## src/rtl/sorted_membership_table_macros.svh

```systemverilog
// Assertion macros shared by the sorted membership table RTL.
`ifndef SORTED_MEMBERSHIP_TABLE_MACROS_SVH
`define SORTED_MEMBERSHIP_TABLE_MACROS_SVH

`ifndef NO_ASSERTIONS

// Checked only while out of reset.
`define SMT_ASSERT(lbl, prop, msg) \
  lbl: assert property (@(posedge clk_i) disable iff (!rst_ni) prop) else $error(msg);

// Checked at every edge, reset included.
`define SMT_ASSERT_ALWAYS(lbl, prop, msg) \
  lbl: assert property (@(posedge clk_i) prop) else $error(msg);

`else

`define SMT_ASSERT(lbl, prop, msg)
`define SMT_ASSERT_ALWAYS(lbl, prop, msg)

`endif

`endif

```

## src/rtl/smt_pkg.sv

```systemverilog
// Package with the shared types and constants of the sorted membership table.
package smt_pkg;

  // Request kinds carried on the input tuser.
  localparam logic FUNC_LOAD  = 1'b0;
  localparam logic FUNC_QUERY = 1'b1;

  localparam int unsigned KEY_W         = 32;
  localparam int unsigned ENTRY_COUNT_W = 9;
  localparam int unsigned OUT_TDATA_W   = 16;

  // Control flags of a request travelling along the cell chain.
  typedef struct packed {
    logic vld;      // stage holds a request
    logic query;    // membership query rather than a load
    logic live;     // a load whose value still looks for its place
    logic dropped;  // load refused because the table was full
    logic found;    // query matched a stored value so far
  } smt_flags_t;

endpackage

```

## src/rtl/smt_cell.sv

```systemverilog
// One cell of the chain: holds a single table entry and passes requests on.
module smt_cell #(
  parameter int unsigned VALUE_WIDTH = 32,
  parameter int unsigned COUNT_W     = 9,
  parameter int unsigned CELL_INDEX  = 0
) (
  input  logic                          clk_i,
  input  logic                          rst_ni,
  input  logic                          en_i,
  input  smt_pkg::smt_flags_t           flags_i,
  input  logic signed [VALUE_WIDTH-1:0] key_i,
  input  logic [COUNT_W-1:0]            cnt_i,
  output smt_pkg::smt_flags_t           flags_o,
  output logic signed [VALUE_WIDTH-1:0] key_o,
  output logic [COUNT_W-1:0]            cnt_o
);
  import smt_pkg::*;

  logic signed [VALUE_WIDTH-1:0] val_q, val_d;
  smt_flags_t                    flags_q, flags_d;
  logic signed [VALUE_WIDTH-1:0] key_q, key_d;
  logic [COUNT_W-1:0]            cnt_q;
  logic                          occupied;

  // The request carries the entry count from before it, so the cell knows
  // whether its entry was written without a valid bit of its own.
  assign occupied = (cnt_i > COUNT_W'(CELL_INDEX));

  always_comb begin
    flags_d = flags_i;
    key_d   = key_i;
    val_d   = val_q;
    if (flags_i.vld && !flags_i.query && flags_i.live) begin
      if (!occupied) begin
        val_d        = key_i;
        flags_d.live = 1'b0;
      end else if (val_q > key_i) begin
        // Take the new value and push the larger one further down.
        val_d = key_i;
        key_d = val_q;
      end
    end
    if (flags_i.vld && flags_i.query && occupied && (val_q == key_i)) begin
      flags_d.found = 1'b1;
    end
  end

  always_ff @(posedge clk_i or negedge rst_ni) begin
    if (!rst_ni) begin
      flags_q <= '0;
    end else if (en_i) begin
      flags_q <= flags_d;
    end
  end

  always_ff @(posedge clk_i) begin
    if (en_i) begin
      val_q <= val_d;
      key_q <= key_d;
      cnt_q <= cnt_i;
    end
  end

  assign flags_o = flags_q;
  assign key_o   = key_q;
  assign cnt_o   = cnt_q;

endmodule

```

## config.mk

```make
export PLATFORM = sky130hd
export DESIGN_NAME = smt_cell
export DESIGN_NICKNAME = d
export VERILOG_FILES = /design/src/rtl/sorted_membership_table_macros.svh /design/src/rtl/smt_pkg.sv /design/src/rtl/smt_cell.sv
export SDC_FILE = /design/constraint.sdc
export NUM_CORES = 1
export LEC_CHECK = 0
export ABC_AREA = 1
export BUFFER_PORTS_ARGS = -buffer_cell sky130_fd_sc_hd__buf_2
export CORE_MARGIN = 5
export CORE_UTILIZATION = 40
export DETAILED_ROUTE_END_ITERATION = 8
export PLACE_DENSITY_LB_ADDON = 0.25
export SYNTH_ARGS = -nofsm -noshare
export SYNTH_HDL_FRONTEND = slang
export SYNTH_SLANG_ARGS = --single-unit
```

## constraint.sdc

```tcl
create_clock -name clk_i -period 5.31 [get_ports clk_i]
set_input_delay 0.2655 -clock clk_i [delete_from_list [all_inputs] [get_ports clk_i]]
set_output_delay 0.2655 -clock clk_i [all_outputs]
set_load 0.02 [all_outputs]
```

==> results.toml <==
[detailed_routing]
first_iter_violations = 100
vias = 2866
dr.pass1.iters = 4
drc = 0
finalWirelength_um = 8380
avgRoutedWirePerCell_um = 14.0
ant_nets = 0
routed_via_density = 4.78

[finish]
fill_cells = 942
final_cell_mix = "106 x nand2_1, 94 x buf_2, 73 x edfxtp_1"
layout_commonest_cell = "nand2_1"
drive_above_1_share_pct = 27.4
areaGrowthSynthToFinish_pct = 21.4
fin_nets = 543
fin_area_sq_mm = 0.00474
n_antenna_cell = 0

[timing]
fmax_ghz = 0.307
fin_crit_sh_pct = 61.4
setup_tns_ns = 0
hold-worst-slack_ns = 0.0964
period_minus_slack_ns = 3.26
tightest_slew_ns = 1.10
hold_viol = 0
fin_skew_ns = 0.00860
drv_slew = 0
relSlewSlack_pct = 26.7
grt_setup_unrepaired = "no"
setup_viol = 0

[global_route]
grt_pass1_wl_um = 13400
met2_usage_pct = 24.4
top_usage_layer = "met2"
grt_max_degree = 47
grt_use_met3_pct = 2.90
antenna_found_initial = 0
gr-total-overflow = 0
grt_pass1_vias = 2892
track_usage_pct = 14.8
use_met1_pct = 18.0

[place]
place_area_sq_mm = 0.00450
hpwl_um = 5800
gp_congestion = 0.789
io_buffer_count = 94

[die]
row_count = 36
die_y_um = 109
core_area_sq_mm = 0.00964
ios = 95
die_width_um = 109
dieArea_sq_mm = 0.0118
start_util_pct = 40.5

[clock_network]
clk_pin_slew_ns = 0.08
numCtsBuffers = 9
hold_buffers = 1
cts_tree = "done"
cts_sinks = 78
cts_buffer_depth = 2
htreeDepth = 3
clk_latency_ns = 0.36
cts_resized = 0
clockRootBuffer = "clkbuf_8"
post_cts_buffers = 0

[synthesis]
ys_ff_latch = 78
yosysSeqAreaShare_pct = 59.3
syn_area_sq_mm = 0.00390
ys_types = 22
synthCells = 366
syn-num-nets = 447
ys_warn_count = 0
syn_area_per_cell_sq_um = 10.7

[power_and_ir_drop]
power_frac_comb_pct = 12.2
pwr-share-clk_pct = 36.9
intPower_w = 0.00107
switching_share_pct = 23.8
p_sw_w = 0.000333
powerDensity_mw_per_mm2 = 295
irDropWorstVdd_mv = 0.130
power_frac_seq_pct = 50.9
p_leak_nw = 2.22
p_total_w = 0.00140

[worst_hold_path]
hold_class = "in2reg"
min-delay-start = "cnt_i[0]"

[critical_path]
cp-startpoint = "val_q[23]"
end_kind = "flop"
rr_startpoint = "val_q[23]"
required_ns = 5.28
cp.arrival_ns = 3.23
critPathLaunchType = "flop"
critPathMaxFanout = 34
critical_path_class = "reg2reg"
r2r_slack_ns = 2.05

[run_status]
status = "completed"

[flow_run]
cap_violations = 0
[cell type report]
| class | instances | area (sq um) | area share (%) |
|---|---|---|---|
| Timing Repair Buffer | 97 | 495 | 10.5 |
| Clock buffer | 13 | 169 | 3.56 |
| Inverter | 43 | 161 | 3.40 |
| Clock inverter | 3 | 65.1 | 1.37 |
| Multi-Input combinational cell | 233 | 1370 | 28.8 |
| Tap cell | 133 | 166 | 3.51 |
| Sequential cell | 78 | 2320 | 48.9 |
[synthesized netlist by cell type]
library cell,number,area (sq um)
buf_4,3,22.5
a21oi_1,15,75.1
edfxtp_1,73,2190
nor3b_2,1,12.5
dfrtp_1,5,125
inv_1,43,161
o21a_1,1,7.51
ha_1,32,400
nor3_1,2,10.0
clkbuf_1,6,22.5
nor2_1,15,56.3
nand4_1,34,213
nand2_2,11,68.8
a21oi_2,1,8.76
nand3_4,1,17.5
o21ai_0,5,25.0
nand2_1,106,398
nand2_4,1,11.3
a21o_1,1,7.51
nand3_1,6,30.0
nor2_2,1,6.26
buf_6,3,33.8
[power groups by stage]
stage | registers (W) | logic [W] | clock network (W)
global placement | 0.000725 | 0.000169 | 0
global route | 0.000714 | 0.000193 | 0.000555
finish | 0.000712 | 0.000171 | 0.000515
CTS | 0.000713 | 0.000174 | 0.000531
detailed placement | 0.000726 | 0.000172 | 0
floorplan | 0.000760 | 0.0000689 | 0
[per-layer routing]
metal  wire [um]  up-vias  share of wire (%)
li1            -     1451                  -
met1        3700     1330                 44
met2        4030       69                 48
met3         417       16                5.0
met4         233        0                2.8
met5           0        -                  0
[cells by family (layout without fill, tap and decap cells)]
| family | count (synthesis) | in the layout | share of synthesized area [%] |
|---|---|---|---|
| adders and majority gates | 32 | 32 | 10.3 |
| and+or+nand+nor | 178 | 178 | 21.1 |
| DFF | 78 | 78 | 59.3 |
| AOI/OAI and AO/OA | 23 | 23 | 3.17 |
| buffers and inverters | 55 | 156 | 6.15 |
[flip-flops by register name, indices dropped and copies added, names as in the netlist]
signal   flops
cnt_o        9
flags_o      5
key_o       32
val_q       32
[metrics by stage]
stage | std cells | setup WS, ns | utilization (%)
after floorplan | 366 | 1.79 | -
after global routing | 600 | 1.70 | 49.2
after global placement | 583 | 2.09 | 46.7
after CTS | 600 | 1.95 | 49.2
after detailed placement | 583 | 2.02 | 46.7
final | 600 | 2.05 | 49.2
[final timing paths]
check	to	depth (start not counted)
max	val_q[8]	11
min	cnt_o[0]	1
max reg2reg	val_q[8]	11
min reg2reg	flags_o[1]	2
max in group asynchronous	flags_o[2]	2
min in group asynchronous	flags_o[0]	2
[critical path, cell delays in order (launching register included)]
cell and delay (ns):
edfxtp_1 0.42, ha_1 0.31, nand2_1 0.07, nor2_1 0.17, nand3_1 0.11, nor3b_2 0.17, nand2_1 0.09, nand2_1 0.06
nand2_1 0.08, nand2_4 0.32, nand2_1 0.16, a21oi_4 0.90
Note: power is estimated with default switching activity, not from simulation.
